<file path="src/design/assert_macros.svh">
// Assertion helpers shared by the checking code of the design.
// Every check is sampled on the rising clock edge; ASSERT_CLK skips reset.
`ifndef ASSERT_MACROS_SVH
`define ASSERT_MACROS_SVH

// Clocked concurrent assertion, disabled while reset is low.
`define ASSERT_CLK(label, prop, msg) \
    label: assert property (@(posedge i_clk) disable iff (!i_rst_n) prop) else $error(msg);

// Clocked concurrent assertion, also checked while reset is low.
`define ASSERT_CLK_ALWAYS(label, prop, msg) \
    label: assert property (@(posedge i_clk) prop) else $error(msg);

`endif

</file>
<file path="src/design/imu_cal_pkg.sv">
// ----------------------------------------------------------------------------
// IMU calibration package
// Widths, codes, shared types and the run-length helper for the bias
// averaging block.
// ----------------------------------------------------------------------------
package imu_cal_pkg;

    localparam int COUNT_BITS = 16;
    localparam int CFG_W      = 16;
    localparam int DATA_W     = 16;
    localparam int AXES       = 6;
    localparam int SUM_W      = DATA_W + 1 + COUNT_BITS;
    localparam int STEP_W     = $clog2(SUM_W);
    localparam int CMP_W      = (CFG_W > COUNT_BITS) ? CFG_W : COUNT_BITS;

    localparam logic [CFG_W-1:0] CFG_RESET = CFG_W'(10);

    localparam logic STATUS_OK     = 1'b0;
    localparam logic STATUS_FAILED = 1'b1;

    // One axis value per lane.
    typedef logic signed [DATA_W-1:0] t_axis_vec [AXES];

    // Per-lane control, driven by the sequencer in the top level.
    typedef struct packed {
        logic add;
        logic clear;
        logic start;
        logic step;
    } t_lane_ctl;

    // Load request into the result register.
    typedef struct packed {
        logic load;
        logic status;
    } t_merge_ctl;

    // Run length: zero acts as one, values above the counter range saturate.
    function automatic logic [COUNT_BITS-1:0] eff_count(input logic [CFG_W-1:0] cfg);
        logic [CMP_W-1:0] n;
        logic [CMP_W-1:0] cap;
        n   = CMP_W'(cfg);
        cap = CMP_W'((64'd1 << COUNT_BITS) - 64'd1);
        if (n == '0) begin
            n = CMP_W'(1);
        end
        if (n > cap) begin
            n = cap;
        end
        return COUNT_BITS'(n);
    endfunction

endpackage

</file>
<file path="src/design/imu_cal_lane.sv">
// ----------------------------------------------------------------------------
// IMU calibration lane
// Accumulates one axis and divides the finished sum by the sample count
// with a restoring divider, one quotient bit per cycle.
// ----------------------------------------------------------------------------
module imu_cal_lane (
    input  logic                                 i_clk,
    input  logic                                 i_rst_n,
    input  imu_cal_pkg::t_lane_ctl               i_ctl,
    input  logic signed [imu_cal_pkg::DATA_W-1:0] i_sample,
    input  logic [imu_cal_pkg::COUNT_BITS-1:0]   i_divisor,
    output logic signed [imu_cal_pkg::DATA_W-1:0] o_bias
);
    import imu_cal_pkg::*;

    logic signed [SUM_W-1:0]      r_sum;
    logic [SUM_W-1:0]             r_quo;
    logic [COUNT_BITS-1:0]        r_rem;
    logic                         r_neg;

    logic signed [SUM_W-1:0]      sum_total;
    logic [SUM_W-1:0]             sum_u;
    logic [SUM_W-1:0]             mag;
    logic [COUNT_BITS:0]          trial;
    logic [COUNT_BITS:0]          div_ext;
    logic                         fit;
    logic [COUNT_BITS-1:0]        n_rem;
    logic signed [DATA_W-1:0]     quo_low;

    // Running sum including the sample at the inputs.
    assign sum_total = r_sum + SUM_W'(i_sample);
    assign sum_u     = $unsigned(sum_total);
    assign mag       = sum_total[SUM_W-1] ? (~sum_u + 1'b1) : sum_u;

    // One restoring division step.
    assign trial   = {r_rem, r_quo[SUM_W-1]};
    assign div_ext = {1'b0, i_divisor};
    assign fit     = (trial >= div_ext);
    assign n_rem   = fit ? COUNT_BITS'(trial - div_ext) : trial[COUNT_BITS-1:0];

    // Accumulator: cleared on abort and when a run hands its sum to the divider.
    always_ff @(posedge i_clk) begin
        if (!i_rst_n) begin
            r_sum <= '0;
        end else if (i_ctl.clear || i_ctl.start) begin
            r_sum <= '0;
        end else if (i_ctl.add) begin
            r_sum <= sum_total;
        end
    end

    // Divider works on the magnitude; the sign is put back at the end.
    always_ff @(posedge i_clk) begin
        if (i_ctl.start) begin
            r_quo <= mag;
            r_rem <= '0;
            r_neg <= sum_total[SUM_W-1];
        end else if (i_ctl.step) begin
            r_quo <= {r_quo[SUM_W-2:0], fit};
            r_rem <= n_rem;
        end
    end

    // The mean always fits the sample width, so the low bits carry it.
    assign quo_low = $signed(r_quo[DATA_W-1:0]);
    assign o_bias  = r_neg ? -quo_low : quo_low;

endmodule

</file>
<file path="src/design/imu_cal_merge.sv">
// ----------------------------------------------------------------------------
// IMU calibration result merge
// Collects the six lane biases and the status into one result item and
// holds it until the receiver takes it.
// ----------------------------------------------------------------------------
module imu_cal_merge (
    input  logic                   i_clk,
    input  logic                   i_rst_n,
    input  imu_cal_pkg::t_merge_ctl i_ctl,
    input  imu_cal_pkg::t_axis_vec i_bias,
    input  logic                   i_out_ready,
    output logic                   o_out_valid,
    output imu_cal_pkg::t_axis_vec o_bias,
    output logic                   o_status
);
    import imu_cal_pkg::*;

    logic      r_valid;
    t_axis_vec r_bias;
    logic      r_status;

    // Valid flag of the result register.
    always_ff @(posedge i_clk) begin
        if (!i_rst_n) begin
            r_valid <= 1'b0;
        end else if (i_ctl.load) begin
            r_valid <= 1'b1;
        end else if (i_out_ready) begin
            r_valid <= 1'b0;
        end
    end

    // Payload: an aborted run reports zero biases.
    always_ff @(posedge i_clk) begin
        if (i_ctl.load) begin
            r_status <= i_ctl.status;
            for (int i = 0; i < AXES; i++) begin
                r_bias[i] <= (i_ctl.status == STATUS_FAILED) ? '0 : i_bias[i];
            end
        end
    end

    assign o_out_valid = r_valid;
    assign o_bias      = r_bias;
    assign o_status    = r_status;

endmodule

</file>
<file path="src/design/imu_bias_average_calibration.sv">
// ----------------------------------------------------------------------------
// IMU bias averaging calibration
// Averages six-axis inertial samples over a configured run length.
// ----------------------------------------------------------------------------
// Usage:
// - Input channel (i_in_valid / o_in_ready): one six-axis sample per item with
//   a read-failure flag. A sample that only accumulates is taken while idle.
// - Output channel (o_out_valid / i_out_ready): one result item per finished
//   or aborted run, held in an output register until the receiver takes it.
// - Configuration channel (i_cfg_valid / o_cfg_ready): run length, always
//   ready; write it only while no item is in flight. A new length applies
//   from the next sample, also in the middle of a run.
// - The item that completes a run starts six lanes that divide in parallel,
//   one quotient bit per cycle; the result is loaded into the output register
//   when the divide steps end and it is empty; the input waits until then.
// - A failed read yields a result with status failed in the next cycle and
//   restarts the run.
// - While a result waits in the output register, samples that produce no
//   result are still taken; one that would produce a result waits.
// - Reset clears the sums, the sample counter and the output valid flag and
//   sets the run length to 10. No clearing pass is needed.
// ----------------------------------------------------------------------------
module imu_bias_average_calibration (
    input  logic                                  i_clk,
    input  logic                                  i_rst_n,
    input  logic                                  i_in_valid,
    output logic                                  o_in_ready,
    input  logic signed [imu_cal_pkg::DATA_W-1:0] i_accel_x,
    input  logic signed [imu_cal_pkg::DATA_W-1:0] i_accel_y,
    input  logic signed [imu_cal_pkg::DATA_W-1:0] i_accel_z,
    input  logic signed [imu_cal_pkg::DATA_W-1:0] i_gyro_x,
    input  logic signed [imu_cal_pkg::DATA_W-1:0] i_gyro_y,
    input  logic signed [imu_cal_pkg::DATA_W-1:0] i_gyro_z,
    input  logic                                  i_read_failed,
    output logic                                  o_out_valid,
    input  logic                                  i_out_ready,
    output logic signed [imu_cal_pkg::DATA_W-1:0] o_accel_bias_x,
    output logic signed [imu_cal_pkg::DATA_W-1:0] o_accel_bias_y,
    output logic signed [imu_cal_pkg::DATA_W-1:0] o_accel_bias_z,
    output logic signed [imu_cal_pkg::DATA_W-1:0] o_gyro_bias_x,
    output logic signed [imu_cal_pkg::DATA_W-1:0] o_gyro_bias_y,
    output logic signed [imu_cal_pkg::DATA_W-1:0] o_gyro_bias_z,
    output logic                                  o_status,
    input  logic                                  i_cfg_valid,
    output logic                                  o_cfg_ready,
    input  logic [imu_cal_pkg::CFG_W-1:0]         i_cfg_sample_count
);
    import imu_cal_pkg::*;
    `include "assert_macros.svh"

    typedef enum logic [1:0] {
        S_IDLE,
        S_DIV,
        S_DONE
    } t_state;

    t_state                 r_state;
    logic [COUNT_BITS-1:0]  r_cnt;
    logic [COUNT_BITS-1:0]  r_div;
    logic [STEP_W-1:0]      r_step;
    logic [CFG_W-1:0]       r_sample_count;

    logic                   in_acc;
    logic [COUNT_BITS:0]    taken;
    logic                   last;
    logic                   will_result;
    t_lane_ctl              lane_ctl;
    t_merge_ctl             merge_ctl;
    t_axis_vec              samples;
    t_axis_vec              lane_bias;
    t_axis_vec              out_bias;

    // Configuration register.
    assign o_cfg_ready = 1'b1;
    always_ff @(posedge i_clk) begin
        if (!i_rst_n) begin
            r_sample_count <= CFG_RESET;
        end else if (i_cfg_valid && o_cfg_ready) begin
            r_sample_count <= i_cfg_sample_count;
        end
    end

    // Run bookkeeping and input acceptance.
    assign taken       = {1'b0, r_cnt} + 1'b1;
    assign last        = (taken >= {1'b0, eff_count(r_sample_count)});
    assign will_result = i_read_failed || last;
    assign o_in_ready  = (r_state == S_IDLE) && (!o_out_valid || !will_result);
    assign in_acc      = i_in_valid && o_in_ready;

    // Lane and merge control.
    always_comb begin
        lane_ctl.add    = in_acc && !i_read_failed && !last;
        lane_ctl.clear  = in_acc && i_read_failed;
        lane_ctl.start  = in_acc && !i_read_failed && last;
        lane_ctl.step   = (r_state == S_DIV);
        merge_ctl.load  = (in_acc && i_read_failed) || ((r_state == S_DONE) && !o_out_valid);
        merge_ctl.status = (r_state == S_DONE) ? STATUS_OK : STATUS_FAILED;
    end

    // Sequencer: idle, divide steps, then hand over to the result register.
    always_ff @(posedge i_clk) begin
        if (!i_rst_n) begin
            r_state <= S_IDLE;
            r_cnt   <= '0;
            r_step  <= '0;
            r_div   <= '0;
        end else begin
            case (r_state)
                S_IDLE: begin
                    if (in_acc) begin
                        if (i_read_failed) begin
                            r_cnt <= '0;
                        end else if (last) begin
                            r_cnt   <= '0;
                            r_div   <= taken[COUNT_BITS-1:0];
                            r_step  <= '0;
                            r_state <= S_DIV;
                        end else begin
                            r_cnt <= taken[COUNT_BITS-1:0];
                        end
                    end
                end
                S_DIV: begin
                    if (r_step == STEP_W'(SUM_W - 1)) begin
                        r_state <= S_DONE;
                    end else begin
                        r_step <= r_step + 1'b1;
                    end
                end
                S_DONE: begin
                    if (!o_out_valid) begin
                        r_state <= S_IDLE;
                    end
                end
                default: begin
                    r_state <= S_IDLE;
                end
            endcase
        end
    end

    // Six axis lanes working side by side.
    assign samples[0] = i_accel_x;
    assign samples[1] = i_accel_y;
    assign samples[2] = i_accel_z;
    assign samples[3] = i_gyro_x;
    assign samples[4] = i_gyro_y;
    assign samples[5] = i_gyro_z;

    for (genvar g = 0; g < AXES; g++) begin : g_lane
        imu_cal_lane u_lane (
            .i_clk     (i_clk),
            .i_rst_n   (i_rst_n),
            .i_ctl     (lane_ctl),
            .i_sample  (samples[g]),
            .i_divisor (r_div),
            .o_bias    (lane_bias[g])
        );
    end

    // Result register combining the lanes.
    imu_cal_merge u_merge (
        .i_clk       (i_clk),
        .i_rst_n     (i_rst_n),
        .i_ctl       (merge_ctl),
        .i_bias      (lane_bias),
        .i_out_ready (i_out_ready),
        .o_out_valid (o_out_valid),
        .o_bias      (out_bias),
        .o_status    (o_status)
    );

    assign o_accel_bias_x = out_bias[0];
    assign o_accel_bias_y = out_bias[1];
    assign o_accel_bias_z = out_bias[2];
    assign o_gyro_bias_x  = out_bias[3];
    assign o_gyro_bias_y  = out_bias[4];
    assign o_gyro_bias_z  = out_bias[5];

    // Checks on the sequencing.
    `ASSERT_CLK(a_load_empty, merge_ctl.load |-> !o_out_valid, "result loaded over a waiting item")
    `ASSERT_CLK(a_start_div, lane_ctl.start |=> (r_state == S_DIV), "run end did not start the divider")
    `ASSERT_CLK(a_fail_clear, (in_acc && i_read_failed) |=> (r_cnt == '0), "abort left the counter set")

endmodule

</file>
<file path="config.mk">
export PLATFORM = sky130hd
export DESIGN_NAME = imu_bias_average_calibration
export DESIGN_NICKNAME = d
export VERILOG_FILES = /design/src/design/imu_cal_pkg.sv /design/src/design/imu_cal_lane.sv /design/src/design/imu_cal_merge.sv /design/src/design/imu_bias_average_calibration.sv
export VERILOG_INCLUDE_DIRS = /design/src /design/src/design
export SDC_FILE = /design/constraint.sdc
export NUM_CORES = 2
export LEC_CHECK = 0
export BUFFER_PORTS_ARGS = -buffer_cell sky130_fd_sc_hd__buf_4
export CORE_MARGIN = 2
export CORE_UTILIZATION = 70
export CTS_BUF_LIST = sky130_fd_sc_hd__clkbuf_2 sky130_fd_sc_hd__clkbuf_4 sky130_fd_sc_hd__clkbuf_8
export DETAILED_ROUTE_END_ITERATION = 12
export PLACE_DENSITY = 0.89
export SKIP_LAST_GASP = 1
export SYNTH_ARGS = -nofsm -noshare
export SYNTH_HDL_FRONTEND = slang
export SYNTH_HIERARCHICAL = 1
export SYNTH_SLANG_ARGS = --single-unit
</file>
<file path="constraint.sdc">
create_clock -name i_clk -period 20.2 [get_ports i_clk]
set_input_delay 2.02 -clock i_clk [delete_from_list [all_inputs] [get_ports i_clk]]
set_output_delay 2.02 -clock i_clk [all_outputs]
set_load 0.005 [all_outputs]
</file>
-- Word level (Yosys, flattened, before mapping)
Index checks and enable logic that the tools add are counted.
- add/subtract/negate cells: 26
- bitwise gates (word level): 8
- equality and inequality tests: 9
- multiplexer cells: 48
- $lt $le $gt $ge: 8
- shift-type cells: 0
- divide/modulo/power cells: 0
- multiply operators: 0
- reduce and logical (&&, ||, !) cells: 25
- operators by type and width (kind ; number):
    $mux W33 ; 18
    $mux W16 ; 16
    $add A33 B1 Y33 const B ; 6
    $add A33 B16 Y33 ; 6
    $not A33 Y33 ; 6
    $ge A17 B16 Y1 ; 7
    $neg A16 Y16 ; 6
    $sub A16 B16 Y16 ; 6
    $mux W6 ; 4
    $add A16 B1 Y17 const B ; 1
    $gt A16 B16 Y1 const B ; 1
    $logic_not A16 Y1 ; 1
    $ne A2 B2 Y1 const B ; 6
    $pmux W6 S2 ; 1
    $mux W2 ; 5
    $reduce_and A5 Y1 ; 2
    $logic_and A1 B1 Y1 ; 7
    $add A6 B1 Y6 const B ; 1
    $eq A6 B6 Y1 const B ; 1
    $pmux W2 S3 ; 1
    $reduce_bool A2 Y1 ; 3
    $logic_not A1 Y1 ; 4
    $logic_or A1 B1 Y1 ; 4
    $reduce_and A4 Y1 ; 1
    7 further kinds ; 10
- bits of input ports: 118
- register bits after elaboration: 652
- logic and storage cells: 161
- memories: 0
- bits in read-only memories: 0
- bits in latches: 0
- output and inout port bits: 100
- memory bits (writable): 0

-- Depth between registers and ports, before layout
- depth after elaboration: 14
- gate-level depth with buffers: 20
- gate-level depth less buffers: 16

-- By module
Netlist, hierarchy kept.
- modules (own cells, without submodules) (module ; cells each ; instances ; seq. area each (um^2) ; area an instance (um^2)):
    imu_cal_lane at g_lane[0].u_lane ... ; 882 ; 3 ; 2001.9 ; 7253.2
    imu_cal_lane at g_lane[4].u_lane ; 936 ; 1 ; 2001.9 ; 7648.6
    imu_cal_lane at g_lane[5].u_lane ; 869 ; 1 ; 2001.9 ; 7308.3
    imu_cal_lane at g_lane[1].u_lane ; 828 ; 1 ; 2001.9 ; 6956.7
    imu_cal_merge ; 206 ; 1 ; 2932.8 ; 3624.7
    imu_bias_average_calibration ; 392 ; 1 ; 1121.1 ; 3174.3

-- Least setup slack after synthesis
OpenSTA, ideal clock, no wires.
- kind: input -> register
- start: in i_in_valid
- end: reg u_merge.r_bias (netlist bit u_merge/o_bias[0]) (enable)
- library setup time: 0.588 ns
- arrival: 7.215 ns
- setup slack: 12.397 ns
- stages on the path: 5
- cells stage by stage: nand2_1 > nor2_1 > inv_1 > clkbuf_1 > o22ai_1
- RTL lines (item ; RTL line ; RTL):
    from (decl) ; imu_bias_average_calibration.sv:26 ; input logic i_in_valid,
    to (signal, indexed assignment) ; imu_cal_merge.sv:38 ; r_bias[i] <= (i_ctl.status == STATUS_FAILED) ? '0 : i_bias[i];
    to (decl) ; imu_cal_merge.sv:19 ; t_axis_vec r_bias;

==> metrics.md <==
| Metric | Value |
|---|---|
| Dominant synthesized flop cell | dfxtp_1 |
| Setup TNS Final | 0 ns |
| Synth async-reset ratio | 0% |
| Vias per Instance | 6.46 |
| Area Overhead vs Synth | 8.79% |
| Count leader, synth | nor2_1 |
| Syn Area/Cell | 8.59 µm² |
| Synth top area share | 17.9% |
| Final hold vios | 0 |
| Bufs on Longest Clock Path | 3 |
| Detail Placement HPWL | 90300 µm |
| Clk slew on worst S/H paths | 0.06 ns |
| VDD IR max | 0.0000630 V |
| WP data required | 20.55 ns |
| Fin. max-slew vios | 0 |
| P_leak | 21.5 nW |
| Post-CTS Repair Setup Buffers | 0 |
| CP endpoint kind | register |
| Clk sinks | 652 |
| Power Total | 0.00397 W |
| Outcome | finished, final reports clean |
| Post-CTS resize count | 0 |
| Row count | 98 |
| Cell accounting for the most synthesized area | edfxtp_1 |
| Drc violations | 0 |
| Die W | 273 µm |
| Core area | 71500 µm² |
| Crit share post-route | 31.1% |
| YS warnings | 6 |
| Syn Std Cell Area | 50500 µm² |
| Synthesized instance count | 5877 |
| Routed wire length | 129000 µm |
| Port Buffers | 216 |
| Crit path DAT | 6.64 ns |
| Unrepaired setup endpoints after global routing | false |
| H-tree lvl count | 3 |
| Initial antenna violation count | 2 |
| Detailed-route wire length per cell | 18.3 µm |
| DIE AREA | 74300 µm² |
| Pre-Repair DR Iteration Count | 9 |
| # fillers | 4987 |
| Vias in the first global route | 43200 |
| Min-Delay Path Class | reg -> reg |
| Fin util | 76.8% |
| Clock Skew | 0.0385 ns |
| Wire length of the first global-routing pass | 210000 µm |
| Synth cell count leaders | 707 x nor2_1, 439 x a21oi_1, 362 x nand2_1 |
| Share of cells above drive strength 1 | 11.6% |
| Peak Freq | 159 MHz |
| WS Path Type | reg -> reg |
| Sequential share of the synthesized area | 31.8% |
| Starting Density | 70.6% |
| Reg area | 16100 µm² |
| Highest metal used | met4 |
| Layout Nets | 6417 |
| Root buffer cell | clkbuf_8 |
| Die Span Y | 273 µm |
| GR Overflow Total | 0 |
| R2r worst-path depth | 15 |
| Final ANT Viol Nets | 0 |
| Worst-Margin Slew | 1.16 ns |
| CTS tree | done |
| Met3 WL | 8620 µm |
| IO Count | 218 |
| Max FO, Critical Path | 194 |
| Tmin final | 6.29 ns |
| Overall Global Routing Usage | 33.5% |
| Hold path cells | 2 |
| Cts-stage hold buffer count | 0 |
| Max-Cap Viols | 0 |
| Initial DRC count | 4361 |
| Met1 wire length | 54700 µm |
| # setup viols final | 0 |
| FF+latch count, synth | 652 |
| Mapped Nets | 6326 |
| CTS Buf Count | 114 |
| Cell variety after synth | 146 |
| EDFF count, synth | 301 |
| Routability Congestion | 0.960 |
| Synth area leaders | edfxtp_1 18%, dfxtp_1 14%, ha_1 7.9% |
| P per Cell Area | 72.2 nW/µm² |
| Clock Latency Late Sink | 0.74 ns |
| CP Launch Type | register |
| Pin count of the biggest net entering global routing | 195 |
| Routed via count | 45300 |
| Met2 WL post-DR | 60300 µm |
| Multi-input gate area | 32200 µm² |
| Rel. slew slack | 22.4% |
-- worst max-delay path, stage by stage, from the launching register on --
cell,delay [ns]
dfxtp_1,0.49
ha_1,0.30
nand3_2,0.21
nor3_1,0.34
nand3_1,0.14
xnor2_1,0.33
ha_1,0.21
and3_1,0.23
nand2_1,0.14
a21o_1,0.18
buf_4,0.24
a21oi_4,0.20
buf_4,0.56
buf_12,0.59
buf_4,0.74
or2_2,0.76
-- cell type report --
type / instances / share of cell area [%]
antenna: 2 / 0.00911
clock buffer: 158 / 3.66
clock inverter: 58 / 1.03
inverter: 258 / 1.79
multi-input combinational: 4692 / 58.6
sequential: 652 / 29.3
tap: 950 / 2.16
timing repair buffer: 250 / 3.46
-- registers in the layout, indices dropped and copies added (netlist names) --
register and cells:
g_lane.u_lane/r_quo 198, g_lane.u_lane/r_sum 198, g_lane.u_lane/r_rem 96, u_merge/o_bias 96, r_cnt 16, r_div 16
r_sample_count 16, g_lane.u_lane/r_neg 6, r_step 6, r_state 2, u_merge/o_out_valid 1, u_merge/o_status 1
-- metrics by stage --
step | hold WS, ns | cell area [µm²] | setup WS, ns | instances
after detailed placement | 0.467 | 52300 | 13.65 | 6802
after global placement | 0.460 | 52300 | 13.70 | 6802
final | 0.475 | 54900 | 13.91 | 7020
after CTS | 0.475 | 54900 | 14.02 | 7018
after floorplan | 0.443 | 50500 | 12.40 | 5877
after global routing | 0.494 | 54900 | 13.52 | 7020
-- path summary, 6_finish.rpt --
| path | slack, ns | start | end |
|---|---|---|---|
| setup reg to reg | 13.91 | r_cnt[0] | g_lane[3].u_lane/r_quo[14] |
| setup / recovery | 13.91 | r_cnt[0] | g_lane[3].u_lane/r_quo[14] |
| hold reg to reg | 0.48 | g_lane[4].u_lane/r_rem[9] | g_lane[4].u_lane/r_rem[10] |
| hold / removal | 0.48 | g_lane[4].u_lane/r_rem[9] | g_lane[4].u_lane/r_rem[10] |
-- report_power, final --
group          switching, W  internal [W]  total, W
clock network      0.000587      0.000787   0.00137
registers         0.0000485       0.00144   0.00149
logic              0.000658      0.000441   0.00110
-- placed cells by master (no fill, tap or decap), types with 21 or more instances in the layout --
cell / netlist / routed
nand2b_1: 61 / 60
and2_1: 84 / 84
or2_2: 41 / 41
and4_1: 25 / 25
a31oi_1: 65 / 65
a21o_1: 93 / 93
mux2_2: 24 / 24
nor4_1: 39 / 39
nor3_1: 178 / 175
dfxtp_1: 351 / 351
a311oi_1: 21 / 21
nand4_1: 62 / 62
nand2_1: 362 / 362
a21oi_1: 439 / 438
clkbuf_8: 1 / 132
xnor2_1: 281 / 280
o21ai_0: 217 / 217
or3_1: 94 / 94
o21a_1: 47 / 47
nor3b_1: 21 / 21
a21boi_0: 28 / 28
mux2i_1: 243 / 243
edfxtp_1: 301 / 301
buf_4: 13 / 248
a211oi_1: 161 / 161
nand3_1: 113 / 113
and3_1: 49 / 49
ha_1: 319 / 319
or4_1: 29 / 29
nor2b_1: 158 / 158
clkbuf_4: 1 / 26
xor2_1: 131 / 131
o31ai_1: 60 / 60
inv_1: 254 / 253
o211ai_1: 58 / 58
nor2_1: 707 / 707
clkinv_1: 3 / 22
o21ai_1: 35 / 35
-- logic make-up (layout without fill, tap and decap cells) --
kind of cell               Yosys count  after routing  synth area share [%]
and+or+nand+nor                   2145           2145                  21.8
buffers and inverters              533            724                  4.51
muxes                              270            270                  5.44
adders and majority gates          331            331                  8.38
other                                1              3               0.00743
xor gates and xnor gates           417            417                  7.31
DFF                                652            652                  31.8
AOI/OAI and AO/OA                 1528           1528                  20.7
-- layer usage --
layer / global-route usage [%] / up-vias
li1: - / 21800
met1: 43.6 / 21500
met2: 55.9 / 1672
met3: 4.61 / 363
met4: 13.9 / 0
met5: 0 / -
(Power assumes the default switching activity.)
